File: src/hdl/cds_pkg.sv
// ----------------------------------------------------------------------------
// cds_pkg
// Types, constants and calendar helpers shared by the date stepper.
// ----------------------------------------------------------------------------
package cds_pkg;

  localparam int YEAR_BITS  = 16;
  localparam int RES_W      = 5;

  localparam longint unsigned YEAR_MAXV = (64'd1 << YEAR_BITS) - 64'd1;

  // year / 25 by reciprocal: quotient = (year * RECIP_25) >> RECIP_SH
  localparam int RECIP_SH = YEAR_BITS + 5;
  localparam int RECIP_W  = YEAR_BITS + 1;
  localparam int QUO_W    = YEAR_BITS - 4;
  localparam logic [RECIP_W-1:0] RECIP_25 =
    RECIP_W'(((64'd1 << RECIP_SH) + 64'd24) / 64'd25);

  typedef logic [YEAR_BITS-1:0] year_t;
  typedef logic [RES_W-1:0]     res_t;

  // year modulo 25 of the all-ones year, used when stepping back through zero
  localparam res_t RES_WRAP = RES_W'(YEAR_MAXV % 64'd25);
  localparam res_t RES_LAST = RES_W'(24);

  localparam logic CMD_LOAD = 1'b0;
  localparam logic CMD_ADD  = 1'b1;

  localparam logic [3:0] M_JAN = 4'd1;
  localparam logic [3:0] M_FEB = 4'd2;
  localparam logic [3:0] M_APR = 4'd4;
  localparam logic [3:0] M_JUN = 4'd6;
  localparam logic [3:0] M_SEP = 4'd9;
  localparam logic [3:0] M_NOV = 4'd11;
  localparam logic [3:0] M_DEC = 4'd12;

  localparam logic [4:0] D_FIRST = 5'd1;
  localparam logic [4:0] D_28    = 5'd28;
  localparam logic [4:0] D_29    = 5'd29;
  localparam logic [4:0] D_30    = 5'd30;
  localparam logic [4:0] D_31    = 5'd31;

  typedef struct packed {
    logic [4:0] day;
    logic [3:0] month;
    year_t      year;
  } date_t;

  // leap: divisible by 4, and either not by 25 or also by 16
  function automatic logic is_leap(input logic [3:0] y_low, input res_t r25);
    return (y_low[1:0] == 2'd0) && ((r25 != '0) || (y_low == 4'd0));
  endfunction

  function automatic logic [4:0] month_len(input logic [3:0] m, input logic leap);
    logic [4:0] len;
    len = D_31;
    if (m == M_APR || m == M_JUN || m == M_SEP || m == M_NOV) len = D_30;
    else if (m == M_FEB) len = leap ? D_29 : D_28;
    return len;
  endfunction

  function automatic logic shape_ok(input logic [4:0] d, input logic [3:0] m,
                                    input logic leap);
    return (m >= M_JAN) && (m <= M_DEC) && (d >= D_FIRST) && (d <= month_len(m, leap));
  endfunction

endpackage

File: src/hdl/cds_mod25.sv
// ----------------------------------------------------------------------------
// cds_mod25
// Remainder of a year by 25 through a reciprocal multiply, ready in the cycle
// after start.
// ----------------------------------------------------------------------------
module cds_mod25 (
  input  logic           clk,
  input  logic           rst,
  input  logic           start,
  input  cds_pkg::year_t value,
  output logic           done,
  output cds_pkg::res_t  rem
);
  import cds_pkg::*;

  logic [2*YEAR_BITS:0] prod;
  logic [QUO_W-1:0]     quo;
  year_t                quo25;
  year_t                diff;

  assign prod  = (2*YEAR_BITS+1)'(value) * (2*YEAR_BITS+1)'(RECIP_25);
  assign quo   = prod[RECIP_SH +: QUO_W];
  assign quo25 = YEAR_BITS'({quo, 4'd0}) + YEAR_BITS'({quo, 3'd0}) + YEAR_BITS'(quo);
  assign diff  = value - quo25;

  always_ff @(posedge clk) begin
    if (rst) begin
      done <= 1'b0;
    end else begin
      done <= start;
    end
  end

  always_ff @(posedge clk) begin
    if (start) begin
      rem <= diff[RES_W-1:0];
    end
  end

endmodule

File: src/hdl/cds_step.sv
// ----------------------------------------------------------------------------
// cds_step
// One-day step of a date, forward or back, with the year-mod-25 tracker.
// ----------------------------------------------------------------------------
module cds_step (
  input  cds_pkg::date_t cur,
  input  cds_pkg::res_t  cur_res,
  input  logic           back,
  output cds_pkg::date_t nxt,
  output cds_pkg::res_t  nxt_res
);
  import cds_pkg::*;

  logic       leap;
  logic [4:0] len;
  logic [3:0] prev_m;

  assign leap   = is_leap(cur.year[3:0], cur_res);
  assign len    = month_len(cur.month, leap);
  assign prev_m = cur.month - 1'b1;

  always_comb begin
    nxt     = cur;
    nxt_res = cur_res;
    if (!back) begin
      if (cur.day != len) begin
        nxt.day = cur.day + 1'b1;
      end else if (cur.month != M_DEC) begin
        nxt.day   = D_FIRST;
        nxt.month = cur.month + 1'b1;
      end else begin
        nxt.day   = D_FIRST;
        nxt.month = M_JAN;
        nxt.year  = cur.year + 1'b1;
        if (cur.year == '1)              nxt_res = '0;
        else if (cur_res == RES_LAST)    nxt_res = '0;
        else                             nxt_res = cur_res + 1'b1;
      end
    end else begin
      if (cur.day != D_FIRST) begin
        nxt.day = cur.day - 1'b1;
      end else if (cur.month != M_JAN) begin
        nxt.month = prev_m;
        nxt.day   = month_len(prev_m, leap);
      end else begin
        nxt.year  = cur.year - 1'b1;
        nxt.month = M_DEC;
        nxt.day   = D_31;
        if (cur.year == '0)              nxt_res = RES_WRAP;
        else if (cur_res == '0)          nxt_res = RES_LAST;
        else                             nxt_res = cur_res - 1'b1;
      end
    end
  end

endmodule

File: src/hdl/calendar_date_stepper.sv
// ----------------------------------------------------------------------------
// calendar_date_stepper
// Stored Gregorian date with load check and signed day add, one day a cycle.
// ----------------------------------------------------------------------------
// A load passes through the year mod 25 unit (S_MOD), then S_FIN writes the result;
// an add steps one day per cycle through the step unit (S_STEP), then S_FIN,
// and an add on an invalid date goes straight to S_FIN.
// One word in flight; the result register lets the next word be accepted while
// the previous result waits. rst clears the date to 0/0/0.
module calendar_date_stepper (
  input  logic        clk,
  input  logic        rst,
  input  logic        in_valid,
  output logic        in_ready,
  input  logic        cmd,
  input  logic [4:0]  load_day,
  input  logic [3:0]  load_month,
  input  logic [15:0] load_year,
  input  logic signed [15:0] day_delta,
  output logic        out_valid,
  input  logic        out_ready,
  output logic [4:0]  day,
  output logic [3:0]  month,
  output logic [15:0] year,
  output logic        date_valid
);
  import cds_pkg::*;

  typedef enum logic [3:0] {
    S_IDLE = 4'b0001,
    S_MOD  = 4'b0010,
    S_STEP = 4'b0100,
    S_FIN  = 4'b1000
  } state_t;

  state_t      state;
  date_t       cur;
  res_t        cur_res;
  date_t       hold;
  logic [16:0] cnt;
  logic        back;

  date_t       step_d;
  res_t        step_res;
  logic        mod_start;
  logic        mod_done;
  res_t        mod_rem;
  year_t       ld_year;
  logic [31:0] ld_year32;
  logic [31:0] cur_year32;
  logic [16:0] mag;
  logic        cur_ok;
  logic        hold_ok;
  logic        accept;

  assign ld_year32  = {16'd0, load_year};
  assign ld_year    = ld_year32[YEAR_BITS-1:0];
  assign cur_year32 = 32'(cur.year);
  assign mag        = day_delta[15] ? (17'd0 - {day_delta[15], day_delta})
                                    : {1'b0, day_delta};

  assign in_ready  = (state == S_IDLE);
  assign accept    = in_valid && in_ready;
  assign mod_start = accept && (cmd == CMD_LOAD);

  assign cur_ok  = shape_ok(cur.day, cur.month, is_leap(cur.year[3:0], cur_res));
  assign hold_ok = (hold.year != '0) &&
                   shape_ok(hold.day, hold.month, is_leap(hold.year[3:0], mod_rem));

  cds_mod25 u_mod (
    .clk   (clk),
    .rst   (rst),
    .start (mod_start),
    .value (ld_year),
    .done  (mod_done),
    .rem   (mod_rem)
  );

  cds_step u_step (
    .cur     (cur),
    .cur_res (cur_res),
    .back    (back),
    .nxt     (step_d),
    .nxt_res (step_res)
  );

  always_ff @(posedge clk) begin
    if (rst) begin
      state   <= S_IDLE;
      cur     <= '0;
      cur_res <= '0;
      cnt     <= '0;
    end else begin
      unique case (state)
        S_IDLE: begin
          if (accept) begin
            if (cmd == CMD_LOAD) begin
              state <= S_MOD;
            end else if (cur_ok) begin
              cnt   <= mag;
              state <= S_STEP;
            end else begin
              state <= S_FIN;
            end
          end
        end
        S_MOD: begin
          if (mod_done) begin
            cur     <= hold_ok ? hold : '0;
            cur_res <= hold_ok ? mod_rem : '0;
            state   <= S_FIN;
          end
        end
        S_STEP: begin
          if (cnt == '0) begin
            state <= S_FIN;
          end else begin
            cur     <= step_d;
            cur_res <= step_res;
            cnt     <= cnt - 1'b1;
          end
        end
        S_FIN: begin
          if (!out_valid || out_ready) state <= S_IDLE;
        end
        default: state <= S_IDLE;
      endcase
    end
  end

  always_ff @(posedge clk) begin
    if (accept) begin
      hold <= '{day: load_day, month: load_month, year: ld_year};
      back <= day_delta[15];
    end
  end

  always_ff @(posedge clk) begin
    if (rst) begin
      out_valid <= 1'b0;
    end else if (state == S_FIN && (!out_valid || out_ready)) begin
      out_valid <= 1'b1;
    end else if (out_ready) begin
      out_valid <= 1'b0;
    end
  end

  always_ff @(posedge clk) begin
    if (state == S_FIN && (!out_valid || out_ready)) begin
      day        <= cur.day;
      month      <= cur.month;
      year       <= cur_year32[15:0];
      date_valid <= (cur.year != '0) && cur_ok;
    end
  end

endmodule

File: config.mk
export PLATFORM = sky130hd
export DESIGN_NAME = calendar_date_stepper
export DESIGN_NICKNAME = d
export VERILOG_FILES = /design/src/hdl/cds_pkg.sv /design/src/hdl/cds_mod25.sv /design/src/hdl/cds_step.sv /design/src/hdl/calendar_date_stepper.sv
export SDC_FILE = /design/constraint.sdc
export NUM_CORES = 1
export LEC_CHECK = 0
export ABC_AREA = 0
export BUFFER_PORTS_ARGS = -buffer_cell sky130_fd_sc_hd__buf_2
export CAP_MARGIN = 40
export CORE_AREA = 5 5 170 172
export CTS_CLUSTER_DIAMETER = 150
export DETAILED_ROUTE_END_ITERATION = 8
export DIE_AREA = 0 0 175 177
export HOLD_SLACK_MARGIN = 0.05
export SKIP_CTS_REPAIR_TIMING = 1
export SYNTH_ARGS = -nofsm -noshare
export SYNTH_HDL_FRONTEND = slang
export SYNTH_SLANG_ARGS = --single-unit
File: constraint.sdc
create_clock -name clk -period 10.1 [get_ports clk]
set_clock_uncertainty 0.2 [all_clocks]
set_input_delay 1.515 -clock clk [delete_from_list [all_inputs] [get_ports clk]]
set_output_delay 1.515 -clock clk [all_outputs]
set_load 0.02 [all_outputs]
* Yosys cells after proc, flatten, opt, wreduce, memory -nomap -nowiden
Cells that the tools add are included.
** Cells by class
- $mul :: 1
- Muxes and demuxes :: 49
- $lt $le $gt $ge :: 8
- Eq/ne operators :: 36
- Reductions and logical operators :: 45
- Bitwise gates (word level) :: 1
- $add $sub $neg :: 13
** Operator list (count)
- 25-bit two-way mux :: 4
- 5-bit two-way mux :: 18
- 17-bit two-way mux :: 5
- 25-bit case mux with 2 select lines :: 1
- 20-bit two-way mux :: 2
- 17-bit case mux with 2 select lines :: 1
- 16-bit two-way mux :: 2
- 16-bit nonzero test :: 2
- 4-bit by 3-bit equality test with 1-bit output (second input constant) :: 7
- 4-bit equality test (second input constant) :: 7
- 4-bit two-way mux :: 7
- 16-bit by 17-bit multiplier with 26-bit output (second input constant) :: 1
- 17-bit logical NOT :: 1
- 1-bit by 16-bit subtractor with 17-bit output (first input constant) :: 1
- 17-bit by 1-bit subtractor with 17-bit output (second input constant) :: 1
- 16-bit by 1-bit adder with 16-bit output (second input constant) :: 1
- 16-bit equality test (second input constant) :: 1
- 4-bit by 2-bit equality test with 1-bit output (second input constant) :: 4
- 16-bit logical NOT :: 1
- 4-bit case mux with 4 select lines :: 1
- 16-bit by 1-bit subtractor with 16-bit output (second input constant) :: 1
- 1-bit logical AND :: 13
- 1-bit logical OR :: 12
- 3-bit inequality test (second input constant) :: 4
- other kinds (33) :: 55
** Word-level totals
- Bits of input ports :: 46
- Output and inout port bits :: 28
- Register bits :: 110
- Word-level logic and storage cells :: 170

* Logic depth before layout (Yosys ltp)
- Depth in word-level cells :: 12
- Gate-level depth with buffers :: 31

* Modules after synthesis
Synthesis repeated with hierarchy kept, for this count alone.
** Second synthesis, totals
- Cell total of the unflattened synthesis :: 1208
- Area total of the unflattened synthesis :: 11561.1 um^2
** By module, submodules not included
- calendar_date_stepper :: cells each 477, area each 5154.9 um^2, times used 1, seq. area each 2602.5 um^2
- cds_mod25 :: cells each 471, area each 4718.3 um^2, times used 1, seq. area each 170.2 um^2
- cds_step :: cells each 260, area each 1687.9 um^2, times used 1, seq. area each 0.0 um^2

* Least setup slack after synthesis
OpenSTA, ideal clock, no wires.
- Kind :: input-to-reg
- From :: input load_year[14]
- To :: register u_mod.rem[4] (data pin)
- Setup slack :: 1.523 ns
- Library setup time :: 0.259 ns
- Stages on the path :: 29
- Path buffers :: 0
- Arrival time :: 8.118 ns
- Cells stage by stage :: inv_1 > fa_1 > fa_1 > inv_1 > fa_1 > fa_1 > fa_1 > inv_1 > fa_1 > inv_1 > ha_1 > nand4_1 > nor2_1 > a2111oi_2 > o21ai_0 > a221oi_2 > nor2_1 > o21ai_0 > a22oi_1 > ha_1 > ha_1 > inv_1 > ha_1 > a21oi_1 > xnor2_1 > xnor2_1 > xnor2_1 > xnor2_1 > xnor2_1
** Between the ends
- Word-level cells in the longest chain between the ends :: 4
** Ends and longest elaborated chain
- start: declaration :: line calendar_date_stepper.sv:18 : input logic [15:0] load_year,
- 16-bit by 17-bit multiplier with 26-bit output (*) :: line cds_mod25.sv:21 : assign prod = (2*YEAR_BITS+1)'(value) * (2*YEAR_BITS+1)'(RECIP_25);
- 5-bit adder :: line cds_mod25.sv:23 : assign quo25 = YEAR_BITS'({quo, 4'd0}) + YEAR_BITS'({quo, 3'd0}) + YEAR_BITS'(quo);
- 5-bit adder (*) :: line cds_mod25.sv:23
- 5-bit subtractor (*) :: line cds_mod25.sv:24 : assign diff = value - quo25;
- net u_mod.diff[4] :: line cds_mod25.sv:19 : year_t diff;
- end signal: assignment :: line cds_mod25.sv:36 : rem <= diff[RES_W-1:0];
- end: declaration :: line cds_mod25.sv:12 : output cds_pkg::res_t rem
The timed path passes the listed nets; every way through them passes the cells marked *.
A chain may end at the register's enable or synchronous reset.

* Final worst setup path
- From :: input load_year[4]
- To :: register u_mod.rem[4] (data pin)
** Between the ends
- Word-level cells in the longest chain between the ends :: 4
** Ends and longest elaborated chain (line)
- 16-bit by 17-bit multiplier with 26-bit output :: cds_mod25.sv:21
- 5-bit adder (2 in a row) :: cds_mod25.sv:23
- 5-bit subtractor (*) :: cds_mod25.sv:24
- net u_mod.diff[4] :: cds_mod25.sv:19
Marked as above.

==> impl_metrics.json <==
{
  "fill_cells": 2737,
  "io_pins": 74,
  "synth_top_area_cell": "fa_1",
  "ys.flop_type": "edfxtp_1",
  "hold-path-cell-count": 2,
  "finalHoldViolations": 0,
  "power_density_nw_per_um2": 348.7,
  "drtIter0Drc": 378,
  "synth_top_area_share_pct": 18.06,
  "grt_pass1_wl_um": 42930,
  "synthArstFlopShare_pct": 0,
  "required_ns": 10.01,
  "die_area_um2": 30980,
  "synth_most_common_cell": "inv_1",
  "min_path_type": "register to register",
  "reg2regPathDepth": 16,
  "path_clk_slew_ns": 0.09,
  "vias": 8080,
  "setup-tns-final_ns": 0,
  "leakage_uw": 0.005110,
  "grt_pass1_vias": 8274,
  "synth_compound_area_share_pct": 13.97,
  "grt_usage_pct": 17.12,
  "crit_slowest_cell": "fa_1",
  "synthTopCellsByArea": "fa_1, ha_1, edfxtp_1",
  "synth-xor-area-share_pct": 4.198,
  "synth_common_cells": "inv_1, ha_1, fa_1, nor2_1, edfxtp_1",
  "start_kind": "primary input",
  "ir_worst_vdd_uv": 537.1,
  "synth_fp_nets": 1397,
  "synth_cells": 1117,
  "synth.distinct_cells": 71,
  "core_um2": 27320,
  "portBuffers": 73,
  "max_slew.worst_pin.slew_ns": 0.7920,
  "cts_made_buffers": 9,
  "dpl_cell_area_um2": 11380,
  "synth_seq_cells": 110,
  "synth-edff-count": 57,
  "clock-sinks": 110,
  "path_common_cell": "fa_1",
  "period_share_pct": 86.63,
  "synth_area_um2": 10640,
  "h-tree-depth": 3,
  "clk_path_buf_depth": 2,
  "final_max_slew_viol_count": 0,
  "seq_area_frac_synth_pct": 26.06,
  "synth_top_family_by_area": "adder cells",
  "max_stage_delay_ns": 0.65,
  "yosys_warnings": 0,
  "syn_area_per_cell_um2": 9.526,
  "fp-row-count": 61,
  "multiInputGateArea_um2": 6999,
  "start_util_pct": 38.94,
  "grt_max_degree": 51,
  "antenna_found_initial": 1,
  "die_w_um": 175,
  "yosys.area_share.simple_pct": 12.96,
  "root_buffer": "clkbuf_16",
  "critPathMaxFanout": 7,
  "grt.overflow.total": 0,
  "tritoncts": "yes",
  "syn2layout_area_growth_pct": 9.890,
  "ant_nets": 0,
  "drv_cap": 0,
  "dp_hpwl_um": 20710,
  "regArea_um2": 2773,
  "path_class": "primary input to register",
  "route.detailed.drc": 0,
  "place_congestion": 0.8787,
  "viasPerCell": 5.284,
  "status": "finished clean",
  "design_area_um2": 11690,
  "final_nets": 1458,
  "antenna_cells": 0,
  "muxShareOfSynthArea_pct": 0.2822,
  "rsz0062_at_grt": "false",
  "period_needed_ns": 8.750,
  "end_kind": "register",
  "worstPathArrival_ns": 8.66,
  "clock_latency_ns": 0.37,
  "report.final.setup_viol": 0,
  "die_h_um": 177,
  "detail_route.first_pass.iterations": 5,
  "maxSlewHeadroom_pct": 47.20,
  "fmax_mhz": 114.3,
  "synth_fa_ha_area_share_pct": 34.29,
  "avgRoutedWirePerCell_um": 16.84,
  "routed_wl_um": 25760,
  "dp_slack_ns": 0.9322,
  "finalWorstSetupSlack_ns": 1.350,
  "layout-drive-gt1-share_pct": 9.637
}
-- cell usage in the layout (no fill, tap or decap), types with 50 or more instances in the layout --
master	n
a21oi_1	53
inv_1	196
o21ai_0	54
edfxtp_1	57
ha_1	138
dfxtp_1	53
nor2_1	72
nand2_1	50
fa_1	96
buf_2	73
-- sequential cells by signal, indices dropped and copies added, names as in the netlist --
| name | cells |
|---|---|
| date_valid | 1 |
| cnt | 17 |
| u_mod.done | 1 |
| out_valid | 1 |
| year | 16 |
| hold | 25 |
| day | 5 |
| u_mod.rem | 5 |
| cur_res | 5 |
| state | 4 |
| back | 1 |
| month | 4 |
| cur | 25 |
-- final cells by class --
cell class	instances	area share, %
Inverter	196	6.292
Multi-Input combinational cell	779	59.86
Tap cell	346	3.703
Clock inverter	7	0.7384
Clock buffer	9	1.926
Timing Repair Buffer	82	3.767
Sequential cell	110	23.71
-- where the power goes --
group          switching [uW]  total (uW)  internal, uW
Combinational            1580        3050          1470
Sequential               27.6         658           630
Clock                     189         368           179
Total                    1800        4080          2280
-- metal layers --
metal	GRT usage, %	up-vias	wire length, um
met5	0	-	0
met4	4.288	0	482
met3	2.158	32	972
met2	30.51	136	13010
met1	22.17	3919	11290
li1	-	3993	-
-- worst max-delay path: cells and delay by family --
family	cells	cell delay, ns
AND/OR/NAND/NOR	2	0.15
adder cells (fa/ha/maj)	10	4.24
AO/OA/AOI/OAI	7	1.55
XOR/XNOR	5	0.70
buffers and inverters	6	0.52
-- kinds of logic (layout without fill, tap and decap cells) --
family / Yosys count / count (layout)
AND/OR/NAND/NOR: 266 / 266
flip-flops: 110 / 110
XOR/XNOR: 51 / 51
adder cells (fa/ha/maj): 234 / 234
AO/OA/AOI/OAI: 225 / 225
multiplexers: 3 / 3
buffers and inverters: 228 / 294
-- worst paths after layout --
path	start	end	slack (ns)
max	load_year[4]	u_mod.rem[4]	1.35
min	cnt[15]	cnt[15]	0.28
max reg2reg	cur_res[0]	cnt[0]	5.52
min reg2reg	cnt[15]	cnt[15]	0.28
-- stage by stage --
stage	utilization, %	power, uW	hold WS [ns]	instances
4_1_cts	42.79	4142	0.2818	1529
6_report	42.79	4077	0.2796	1529
5_1_grt	42.79	4594	0.3066	1529
3_3_place_gp	41.57	3717	0.2555	1511
3_5_place_dp	41.65	3752	0.2647	1513
2_1_floorplan	-	3165	0.2064	1117
Power figures use the tool's default switching activity.
